**src/hw/rtl/nlds_pkg.sv**
```systemverilog
// ----------------------------------------------------------------------------
// nlds_pkg: shared types, constants and helpers of the no-leap date adder
// Calendar constants, reciprocal constants for the constant dividers, error
// codes and the month table lookups.
// ----------------------------------------------------------------------------
package nlds_pkg;

	// error codes
	typedef logic [1:0] err_t;
	localparam err_t ERR_NONE = 2'd0;
	localparam err_t ERR_NEG  = 2'd1;
	localparam err_t ERR_OVF  = 2'd2;

	localparam int unsigned MONTHS = 12;

	localparam logic [24:0] SECS_PER_YEAR = 25'd31536000;
	localparam logic [16:0] SECS_PER_DAY  = 17'd86400;
	localparam logic [11:0] SECS_PER_HOUR = 12'd3600;
	localparam logic [5:0]  SECS_PER_MIN  = 6'd60;
	localparam logic [26:0] TWO_YEARS     = 27'd63072000;

	// first second count whose year no longer fits 16 bits (65536 years)
	localparam logic [47:0] YEAR_LIMIT = 48'(SECS_PER_YEAR) << 16;

	// year estimate: (tot >> 24) * floor(2^34 / (SECS_PER_YEAR / 128)) >> 17,
	// low by at most two years
	localparam int unsigned YR_ODD   = 31536000 / 128;
	localparam logic [16:0] YR_RECIP = 17'((64'd1 << 34) / YR_ODD);

	// exact quotients by rounded-up reciprocals
	localparam logic [18:0] DAY_RECIP = 19'(((64'd1 << 28) + 675 - 1) / 675);   // /675, x < 2^18
	localparam logic [15:0] MIN_RECIP = 16'(((64'd1 << 19) + 15 - 1) / 15);     // /15,  x < 2^15
	localparam logic [13:0] HR_RECIP  = 14'(((64'd1 << 21) + 225 - 1) / 225);   // /225, x < 2^13

	typedef logic [8:0] doy_t;

	// day of year at the end of each month
	localparam doy_t MONTH_END [MONTHS] = '{
		9'd31, 9'd59, 9'd90, 9'd120, 9'd151, 9'd181,
		9'd212, 9'd243, 9'd273, 9'd304, 9'd334, 9'd365
	};

	typedef struct packed {
		logic [3:0] month;
		logic [4:0] mday;
	} date_split_t;

	// days in the year before the first of the month; months above 12 saturate
	function automatic doy_t days_before(input logic [3:0] month);
		doy_t d;
		case (month) inside
			4'd0, 4'd1:    d = '0;
			[4'd12:4'd15]: d = MONTH_END[10];
			default:       d = MONTH_END[month - 4'd2];
		endcase
		return d;
	endfunction

	// zero-based day of year to month and day of month
	function automatic date_split_t month_split(input doy_t doy);
		date_split_t r;
		r.month = 4'(MONTHS);
		for (int i = MONTHS - 1; i >= 0; i--) begin
			if (doy < MONTH_END[i]) begin
				r.month = 4'(i + 1);
			end
		end
		r.mday = 5'(doy - days_before(r.month) + 9'd1);
		return r;
	endfunction

endpackage

```
**src/hw/rtl/nlds_if.sv**
```systemverilog
// ----------------------------------------------------------------------------
// nlds_if: valid/ready channels of the no-leap date adder
// Start channel carries a date and a signed second delta, result channel the
// resulting date and an error code.
// ----------------------------------------------------------------------------
interface nlds_start_if;
	logic               valid;
	logic               ready;
	logic [15:0]        start_year;
	logic [3:0]         start_month;
	logic [4:0]         start_day;
	logic [4:0]         start_hour;
	logic [5:0]         start_minute;
	logic [5:0]         start_second;
	logic signed [47:0] delta_seconds;

	modport source (
		output valid, start_year, start_month, start_day, start_hour,
		output start_minute, start_second, delta_seconds,
		input  ready
	);
	modport sink (
		input  valid, start_year, start_month, start_day, start_hour,
		input  start_minute, start_second, delta_seconds,
		output ready
	);
endinterface

interface nlds_result_if;
	logic        valid;
	logic        ready;
	logic [15:0] result_year;
	logic [3:0]  result_month;
	logic [4:0]  result_day;
	logic [4:0]  result_hour;
	logic [5:0]  result_minute;
	logic [5:0]  result_second;
	logic [1:0]  error_code;

	modport source (
		output valid, result_year, result_month, result_day, result_hour,
		output result_minute, result_second, error_code,
		input  ready
	);
	modport sink (
		input  valid, result_year, result_month, result_day, result_hour,
		input  result_minute, result_second, error_code,
		output ready
	);
endinterface

```
**src/hw/rtl/noleap_date_add_seconds.sv**
```systemverilog
// ----------------------------------------------------------------------------
// noleap_date_add_seconds: add signed seconds to a date, 365-day calendar
// Flattens the start date to seconds, adds the delta and splits the sum back
// into year, month, day, hour, minute and second.
// ----------------------------------------------------------------------------
// One result beat for every start beat, in order. The block is a ten-stage
// pipeline (input register, eight compute stages, output register) and takes
// a new beat every cycle unless a stall backs up to the input register.
// Throughput is one beat per cycle while the result side is not stalled,
// set by the per-stage handshake: a stage loads whenever it is empty or the
// stage after it moves, so a stalled result side stops only the full stages
// and bubbles collapse.
// The year is found by a reciprocal estimate (low by at most two) plus a
// compare-and-subtract fix-up; day, hour and minute come from exact
// reciprocal multiplies. A negative sum gives error code 1, a year above
// 65535 gives error code 2; both return all date fields zero. Month codes
// above 12 count as December, and day, hour, minute and second are taken
// linearly with their weights, so out-of-range values carry over.
// ----------------------------------------------------------------------------
module noleap_date_add_seconds (
	input  logic                 clk,
	input  logic                 arst_n,
	nlds_start_if.sink           start_date,
	nlds_result_if.source        result_date
);

	localparam int NSTG = 10;

	// stage valids and load enables
	logic [NSTG:1] vld_q;
	logic [NSTG:1] adv;

	assign adv[NSTG] = ~vld_q[NSTG] | result_date.ready;
	for (genvar k = 1; k < NSTG; k++) begin : g_adv
		assign adv[k] = ~vld_q[k] | adv[k+1];
	end

	assign start_date.ready = adv[1];
	assign result_date.valid = vld_q[NSTG];

	always_ff @(posedge clk or negedge arst_n) begin
		if (!arst_n) begin
			vld_q <= '0;
		end else begin
			if (adv[1]) begin
				vld_q[1] <= start_date.valid;
			end
			for (int k = 2; k <= NSTG; k++) begin
				if (adv[k]) begin
					vld_q[k] <= vld_q[k-1];
				end
			end
		end
	end

	// ---- s1: input register
	logic [15:0]        year_s1;
	logic [3:0]         month_s1;
	logic [4:0]         day_s1;
	logic [4:0]         hour_s1;
	logic [5:0]         minute_s1;
	logic [5:0]         second_s1;
	logic signed [47:0] delta_s1;

	always_ff @(posedge clk) begin
		if (adv[1]) begin
			year_s1   <= start_date.start_year;
			month_s1  <= start_date.start_month;
			day_s1    <= start_date.start_day;
			hour_s1   <= start_date.start_hour;
			minute_s1 <= start_date.start_minute;
			second_s1 <= start_date.start_second;
			delta_s1  <= start_date.delta_seconds;
		end
	end

	// ---- s2: year seconds and seconds into the start year (may be -1 day)
	logic signed [10:0] days_c;
	logic signed [25:0] soy_c;
	logic [40:0]        year_secs_c;

	assign days_c = $signed(11'(nlds_pkg::days_before(month_s1)) + 11'(day_s1) - 11'd1);
	assign soy_c  = $signed(26'(days_c) * 26'(nlds_pkg::SECS_PER_DAY)
		+ 26'(hour_s1) * 26'(nlds_pkg::SECS_PER_HOUR)
		+ 26'(minute_s1) * 26'(nlds_pkg::SECS_PER_MIN)
		+ 26'(second_s1));
	assign year_secs_c = 41'(year_s1) * 41'(nlds_pkg::SECS_PER_YEAR);

	logic [40:0]        year_secs_s2;
	logic signed [25:0] soy_s2;
	logic signed [47:0] delta_s2;

	always_ff @(posedge clk) begin
		if (adv[2]) begin
			year_secs_s2 <= year_secs_c;
			soy_s2       <= soy_c;
			delta_s2     <= delta_s1;
		end
	end

	// ---- s3: total seconds, range checks
	logic signed [48:0] tot_c;
	nlds_pkg::err_t     err_c;

	assign tot_c = $signed(49'(year_secs_s2)) + 49'(soy_s2) + 49'(delta_s2);

	always_comb begin
		if (tot_c[48]) begin
			err_c = nlds_pkg::ERR_NEG;
		end else if (tot_c[47:0] >= nlds_pkg::YEAR_LIMIT) begin
			err_c = nlds_pkg::ERR_OVF;
		end else begin
			err_c = nlds_pkg::ERR_NONE;
		end
	end

	logic [40:0]    tot_s3;
	nlds_pkg::err_t err_s3;

	always_ff @(posedge clk) begin
		if (adv[3]) begin
			tot_s3 <= tot_c[40:0];
			err_s3 <= err_c;
		end
	end

	// ---- s4: year estimate, never above the true year, at most two below
	logic [33:0] yq_prod_c;

	assign yq_prod_c = 34'(tot_s3[40:24]) * 34'(nlds_pkg::YR_RECIP);

	logic [15:0]    q0_s4;
	logic [40:0]    tot_s4;
	nlds_pkg::err_t err_s4;

	always_ff @(posedge clk) begin
		if (adv[4]) begin
			q0_s4  <= yq_prod_c[32:17];
			tot_s4 <= tot_s3;
			err_s4 <= err_s3;
		end
	end

	// ---- s5: remainder against the estimate, below three years
	logic [26:0] r_c;

	assign r_c = 27'(tot_s4 - 41'(q0_s4) * 41'(nlds_pkg::SECS_PER_YEAR));

	logic [26:0]    r_s5;
	logic [15:0]    q0_s5;
	nlds_pkg::err_t err_s5;

	always_ff @(posedge clk) begin
		if (adv[5]) begin
			r_s5   <= r_c;
			q0_s5  <= q0_s4;
			err_s5 <= err_s4;
		end
	end

	// ---- s6: fix-up to the exact year
	logic [15:0] ny_c;
	logic [24:0] remy_c;

	always_comb begin
		if (r_s5 >= nlds_pkg::TWO_YEARS) begin
			ny_c   = q0_s5 + 16'd2;
			remy_c = 25'(r_s5 - nlds_pkg::TWO_YEARS);
		end else if (r_s5 >= 27'(nlds_pkg::SECS_PER_YEAR)) begin
			ny_c   = q0_s5 + 16'd1;
			remy_c = 25'(r_s5 - 27'(nlds_pkg::SECS_PER_YEAR));
		end else begin
			ny_c   = q0_s5;
			remy_c = r_s5[24:0];
		end
	end

	logic [15:0]    ny_s6;
	logic [24:0]    remy_s6;
	nlds_pkg::err_t err_s6;

	always_ff @(posedge clk) begin
		if (adv[6]) begin
			ny_s6   <= ny_c;
			remy_s6 <= remy_c;
			err_s6  <= err_s5;
		end
	end

	// ---- s7: day of year, seconds/86400 as (x >> 7) / 675
	logic [36:0] dq_prod_c;

	assign dq_prod_c = 37'(remy_s6[24:7]) * 37'(nlds_pkg::DAY_RECIP);

	nlds_pkg::doy_t doy_s7;
	logic [24:0]    remy_s7;
	logic [15:0]    ny_s7;
	nlds_pkg::err_t err_s7;

	always_ff @(posedge clk) begin
		if (adv[7]) begin
			doy_s7  <= dq_prod_c[36:28];
			remy_s7 <= remy_s6;
			ny_s7   <= ny_s6;
			err_s7  <= err_s6;
		end
	end

	// ---- s8: seconds of day, month and day of month
	logic [16:0]           sod_c;
	nlds_pkg::date_split_t split_c;

	assign sod_c   = 17'(remy_s7 - 25'(doy_s7) * 25'(nlds_pkg::SECS_PER_DAY));
	assign split_c = nlds_pkg::month_split(doy_s7);

	logic [16:0]           sod_s8;
	nlds_pkg::date_split_t split_s8;
	logic [15:0]           ny_s8;
	nlds_pkg::err_t        err_s8;

	always_ff @(posedge clk) begin
		if (adv[8]) begin
			sod_s8   <= sod_c;
			split_s8 <= split_c;
			ny_s8    <= ny_s7;
			err_s8   <= err_s7;
		end
	end

	// ---- s9: minute of day (x >> 2) / 15 and hour (x >> 4) / 225
	logic [30:0] mq_prod_c;
	logic [26:0] hq_prod_c;

	assign mq_prod_c = 31'(sod_s8[16:2]) * 31'(nlds_pkg::MIN_RECIP);
	assign hq_prod_c = 27'(sod_s8[16:4]) * 27'(nlds_pkg::HR_RECIP);

	logic [10:0]           mod_s9;
	logic [4:0]            hour_s9;
	logic [16:0]           sod_s9;
	nlds_pkg::date_split_t split_s9;
	logic [15:0]           ny_s9;
	nlds_pkg::err_t        err_s9;

	always_ff @(posedge clk) begin
		if (adv[9]) begin
			mod_s9   <= mq_prod_c[29:19];
			hour_s9  <= hq_prod_c[25:21];
			sod_s9   <= sod_s8;
			split_s9 <= split_s8;
			ny_s9    <= ny_s8;
			err_s9   <= err_s8;
		end
	end

	// ---- s10: minute, second; output register, zeroed on error
	logic [5:0] minute_c;
	logic [5:0] second_c;

	assign minute_c = 6'(mod_s9 - 11'(hour_s9) * 11'(nlds_pkg::SECS_PER_MIN));
	assign second_c = 6'(sod_s9 - 17'(mod_s9) * 17'(nlds_pkg::SECS_PER_MIN));

	logic [15:0]    year_s10;
	logic [3:0]     month_s10;
	logic [4:0]     day_s10;
	logic [4:0]     hour_s10;
	logic [5:0]     minute_s10;
	logic [5:0]     second_s10;
	nlds_pkg::err_t err_s10;

	always_ff @(posedge clk) begin
		if (adv[10]) begin
			err_s10 <= err_s9;
			if (err_s9 != nlds_pkg::ERR_NONE) begin
				year_s10   <= '0;
				month_s10  <= '0;
				day_s10    <= '0;
				hour_s10   <= '0;
				minute_s10 <= '0;
				second_s10 <= '0;
			end else begin
				year_s10   <= ny_s9;
				month_s10  <= split_s9.month;
				day_s10    <= split_s9.mday;
				hour_s10   <= hour_s9;
				minute_s10 <= minute_c;
				second_s10 <= second_c;
			end
		end
	end

	assign result_date.result_year   = year_s10;
	assign result_date.result_month  = month_s10;
	assign result_date.result_day    = day_s10;
	assign result_date.result_hour   = hour_s10;
	assign result_date.result_minute = minute_s10;
	assign result_date.result_second = second_s10;
	assign result_date.error_code    = err_s10;

endmodule

```
**src/flat_wrapper.sv**
```systemverilog
// flat-port wrapper written by rule: the top's interface ports become plain ports
module noleap_date_add_seconds_flat 
  (clk, arst_n, start_date_valid, start_date_start_year, start_date_start_month, start_date_start_day, start_date_start_hour, start_date_start_minute, start_date_start_second, start_date_delta_seconds, start_date_ready, result_date_valid, result_date_result_year, result_date_result_month, result_date_result_day, result_date_result_hour, result_date_result_minute, result_date_result_second, result_date_error_code, result_date_ready);
  nlds_start_if start_date_i ();
  nlds_result_if result_date_i ();
  input  logic clk;
  input  logic arst_n;
  input wire logic [$bits(start_date_i.valid)-1:0] start_date_valid;
  input wire logic [$bits(start_date_i.start_year)-1:0] start_date_start_year;
  input wire logic [$bits(start_date_i.start_month)-1:0] start_date_start_month;
  input wire logic [$bits(start_date_i.start_day)-1:0] start_date_start_day;
  input wire logic [$bits(start_date_i.start_hour)-1:0] start_date_start_hour;
  input wire logic [$bits(start_date_i.start_minute)-1:0] start_date_start_minute;
  input wire logic [$bits(start_date_i.start_second)-1:0] start_date_start_second;
  input wire logic [$bits(start_date_i.delta_seconds)-1:0] start_date_delta_seconds;
  output wire logic [$bits(start_date_i.ready)-1:0] start_date_ready;
  output wire logic [$bits(result_date_i.valid)-1:0] result_date_valid;
  output wire logic [$bits(result_date_i.result_year)-1:0] result_date_result_year;
  output wire logic [$bits(result_date_i.result_month)-1:0] result_date_result_month;
  output wire logic [$bits(result_date_i.result_day)-1:0] result_date_result_day;
  output wire logic [$bits(result_date_i.result_hour)-1:0] result_date_result_hour;
  output wire logic [$bits(result_date_i.result_minute)-1:0] result_date_result_minute;
  output wire logic [$bits(result_date_i.result_second)-1:0] result_date_result_second;
  output wire logic [$bits(result_date_i.error_code)-1:0] result_date_error_code;
  input wire logic [$bits(result_date_i.ready)-1:0] result_date_ready;
  assign start_date_i.valid = start_date_valid;
  assign start_date_i.start_year = start_date_start_year;
  assign start_date_i.start_month = start_date_start_month;
  assign start_date_i.start_day = start_date_start_day;
  assign start_date_i.start_hour = start_date_start_hour;
  assign start_date_i.start_minute = start_date_start_minute;
  assign start_date_i.start_second = start_date_start_second;
  assign start_date_i.delta_seconds = start_date_delta_seconds;
  assign start_date_ready = start_date_i.ready;
  assign result_date_valid = result_date_i.valid;
  assign result_date_result_year = result_date_i.result_year;
  assign result_date_result_month = result_date_i.result_month;
  assign result_date_result_day = result_date_i.result_day;
  assign result_date_result_hour = result_date_i.result_hour;
  assign result_date_result_minute = result_date_i.result_minute;
  assign result_date_result_second = result_date_i.result_second;
  assign result_date_error_code = result_date_i.error_code;
  assign result_date_i.ready = result_date_ready;
  noleap_date_add_seconds u_core (.clk(clk), .arst_n(arst_n), .start_date(start_date_i), .result_date(result_date_i));
endmodule
```
**config.mk**
```make
export PLATFORM = sky130hd
export DESIGN_NAME = noleap_date_add_seconds_flat
export DESIGN_NICKNAME = d
export VERILOG_FILES = /design/src/hw/rtl/nlds_pkg.sv /design/src/hw/rtl/nlds_if.sv /design/src/hw/rtl/noleap_date_add_seconds.sv /design/src/flat_wrapper.sv
export SDC_FILE = /design/constraint.sdc
export NUM_CORES = 2
export LEC_CHECK = 0
export BUFFER_PORTS_ARGS = -buffer_cell sky130_fd_sc_hd__buf_2
export CORE_ASPECT_RATIO = 2
export CORE_MARGIN = 10
export CORE_UTILIZATION = 50
export CTS_CLUSTER_DIAMETER = 40
export DETAILED_ROUTE_END_ITERATION = 8
export PLACE_DENSITY_LB_ADDON = 0.3
export SLEW_MARGIN = 20
export SYNTH_ARGS = -nofsm -noshare
export SYNTH_HDL_FRONTEND = slang
export SYNTH_SLANG_ARGS = --single-unit
```
**constraint.sdc**
```tcl
create_clock -name clk -period 14.4 [get_ports clk]
set_input_delay 2.88 -clock clk [delete_from_list [all_inputs] [get_ports clk]]
set_output_delay 2.88 -clock clk [all_outputs]
set_load 0.02 [all_outputs]
```
==> results.json <==
{
  "ff2ff_path_depth": 30,
  "maxSlewHeadroom_pct": 29.4,
  "first_pass_iters": 5,
  "cp_max_fo": 16,
  "cpLargestDelayFamily": "adder cells",
  "ys_seq_area_share_pct": 34.2,
  "worst_pin_slew_ns": 1.06,
  "synth_cells": 4180,
  "timing.final.crit_share_pct": 61.2,
  "critPathMostFrequentCell": "inv_1",
  "syn_nets": 5626,
  "netlist_area_sq_um": 49100,
  "grt_pass1_vias": 34100,
  "finalWirelength_um": 108000,
  "r2r_setup_slack_ns": 5.58,
  "synth_mux_area_share_pct": 0.291,
  "worst_ep_arrival_time_ns": 9.22,
  "endpoint": "u_core.soy_s2[25]$_DFFE_PP_",
  "design.portCount": 140,
  "detail-route-antenna-nets": 0,
  "setup_tns_ns": 0,
  "placementRows": 162,
  "cp.required_ns": 14.80,
  "final_net_count": 5818,
  "hold_class": "reg -> reg",
  "synth_xor_area_share_pct": 5.26,
  "synth_edf_count": 550,
  "maxSlewViolCount": 0,
  "r2r-start": "u_core.month_s1[1]$_DFFE_PP_",
  "drt_iter0_markers": 965,
  "core_sq_um": 97500,
  "route.detailed.drc": 0,
  "grt_overflow": 0,
  "clk_latency_ns": 0.67,
  "critPathMaxStageDelay_ns": 0.57,
  "period_needed_ns": 8.82,
  "cp-start-kind": "register",
  "yosys.area.top_type": "edfxtp_1",
  "final_cells": 5742,
  "rsz0062_at_grt": "false",
  "outcome": "completed",
  "synthArstFlopShare_pct": 1.79,
  "synth_area_per_cell_sq_um": 11.7,
  "yosys_warnings": 0,
  "vias_per_cell": 5.34,
  "ys.flop_type": "edfxtp_1",
  "mostFrequentLayoutCells": "959 x ha_1, 751 x inv_1, 550 x edfxtp_1",
  "cp-startpoint": "u_core.month_s1[1]$_DFFE_PP_",
  "nFillCells": 8321,
  "die_area_sq_um": 112000,
  "cts_sinks": 560,
  "cts_resized": 0,
  "wl_per_cell_um": 18.9,
  "grt_pass1_wl_um": 173000,
  "cts_setup_buffers": 0,
  "crit_path_end_kind": "register",
  "htreeDepth": 3,
  "crit_buf_inv": 7,
  "die_h_um": 463,
  "cts_max_path_buffers": 3,
  "synth_area_leaders": "edfxtp_1 34%, ha_1 24%, fa_1 16%",
  "synth_top_area_share_pct": 33.7,
  "place_congestion": 0.970,
  "skew_ns": 0.0323,
  "fmax_mhz": 113,
  "dp.cells": 5611,
  "synth-seq-cells": 560,
  "synth_top_family_by_area": "adder cells",
  "drive_above_1_share_pct": 7.43,
  "grtUsageTotal_pct": 19.8,
  "setup_viol": 0,
  "cp.depth": 30,
  "crit_type": "reg -> reg",
  "num_vias": 30700,
  "synth_compound_area_share_pct": 7.89,
  "cts_made_buffers": 71,
  "synthSimpleGateAreaFrac_pct": 5.88,
  "grt_max_degree": 67,
  "drv_cap": 0,
  "synthDistinctLibCells": 86,
  "reg2reg_to": "u_core.soy_s2[25]$_DFFE_PP_",
  "final_common_cell": "ha_1",
  "area_growth_pct": 9.67,
  "holdBufCountCts": 0,
  "antenna_found_initial": 1,
  "root_buffer": "clkbuf_16",
  "numPortBuffers": 139,
  "synth_fa_ha_area_share_pct": 40.5,
  "clk_pin_slew_ns": 0.06,
  "hold_viol": 0,
  "hpwl_um": 92500,
  "cpMaxStageDelayCell": "o41ai_1",
  "cts_tree": "done",
  "start_util_pct": 50.3,
  "die_x_um": 242
}
## worst min-delay path by stage
| stage | slack (ns) | cells after the start | startpoint | to |
|---|---|---|---|---|
| 2_1_floorplan | 0.40 | 0 | u_core.delta_s1[0]$_DFFE_PP_ | u_core.delta_s2[0]$_DFFE_PP_ |
| 3_3_place_gp | 0.40 | 0 | u_core.tot_s3[8]$_DFFE_PP_ | u_core.tot_s4[8]$_DFFE_PP_ |
| 3_5_place_dp | 0.40 | 0 | u_core.delta_s1[7]$_DFFE_PP_ | u_core.delta_s2[7]$_DFFE_PP_ |
| 4_1_cts | 0.40 | 0 | u_core.tot_s3[12]$_DFFE_PP_ | u_core.tot_s4[12]$_DFFE_PP_ |
| 5_1_grt | 0.42 | 0 | u_core.err_s7[0]$_DFFE_PP_ | u_core.err_s8[0]$_DFFE_PP_ |
| 6_report | 0.40 | 0 | u_core.tot_s3[12]$_DFFE_PP_ | u_core.tot_s4[12]$_DFFE_PP_ |
## kinds of logic after synthesis
kind of cell	count (synthesis)
AO/OA/AOI/OAI	596
XOR/XNOR	292
adder cells (fa/ha/maj)	1352
flip-flops	560
buffers and inverters	783
multiplexers	14
AND/OR/NAND/NOR	583
## synthesized netlist by cell type (all sizes together) (25+ instances only)
master  count
nand2b     27
fa        393
xnor2     198
inv       752
ha        959
and2       58
a31oi      25
o21ai     114
edfxtp    550
a21oi     200
nand2     143
clkbuf     25
nor2      132
nor3       48
nand3      60
a21o       80
o21bai     29
xor2       93
## worst reg2reg max path, delay by kind of cell, from the launching register on
kind / cells / cell delay, ns
fa+ha+maj: 9 / 3.60
simple gates: 7 / 1.73
compound gates: 5 / 1.58
buf+inv: 7 / 0.79
flops: 1 / 0.55
xor+xnor: 2 / 0.32
## stage by stage
| stage | util (%) | hold WS (ns) | setup WS (ns) | cell area (sq um) |
|---|---|---|---|---|
| floorplan | - | 0.400 | 3.71 | 49100 |
| global placement | 52.7 | 0.402 | 5.58 | 51400 |
| detailed placement | 52.7 | 0.405 | 5.51 | 51400 |
| CTS | 55.2 | 0.397 | 5.48 | 53800 |
| global route | 55.2 | 0.416 | 4.98 | 53800 |
| finish | 55.2 | 0.403 | 5.58 | 53800 |
## layout make-up
cell class              count  area (sq um)  share of cell area, %
diodes                      1          2.50                0.00465
clock buffers              78          1860                   3.45
clock inverters            52           574                   1.07
inverters                 752          2820                   5.25
multi-input cells        2837         29400                   54.6
flip-flops and latches    560         16800                   31.2
well taps                1312          1640                   3.05
repair buffers            150           778                   1.45
## state kept, by name, indices dropped and copies added, names as in the netlist, 10 cells and up
signal	flops
u_core.ny_s6	16
u_core.ny_s8	16
u_core.year_secs_s2	34
u_core.soy_s2	26
u_core.tot_s3	41
u_core.q0_s5	16
u_core.remy_s7	17
u_core.year_s1	16
u_core.remy_s6	25
u_core.ny_s9	16
u_core.q0_s4	16
u_core.r_s5	27
u_core.vld_q	10
u_core.delta_s1	48
u_core.sod_s8	17
u_core.delta_s2	48
u_core.tot_s4	27
u_core.result_date.result_year	16
u_core.ny_s7	16
## layer usage
layer / track usage, % / routed length [um]
met1: 15.4 / 31700
met2: 41.4 / 64300
met3: 2.74 / 3330
met4: 15.3 / 9080
met5: 0 / 0
Power is left out: the tool's default activity adds up to more than one toggle a clock period on the data nets, which glitch-free logic cannot reach.
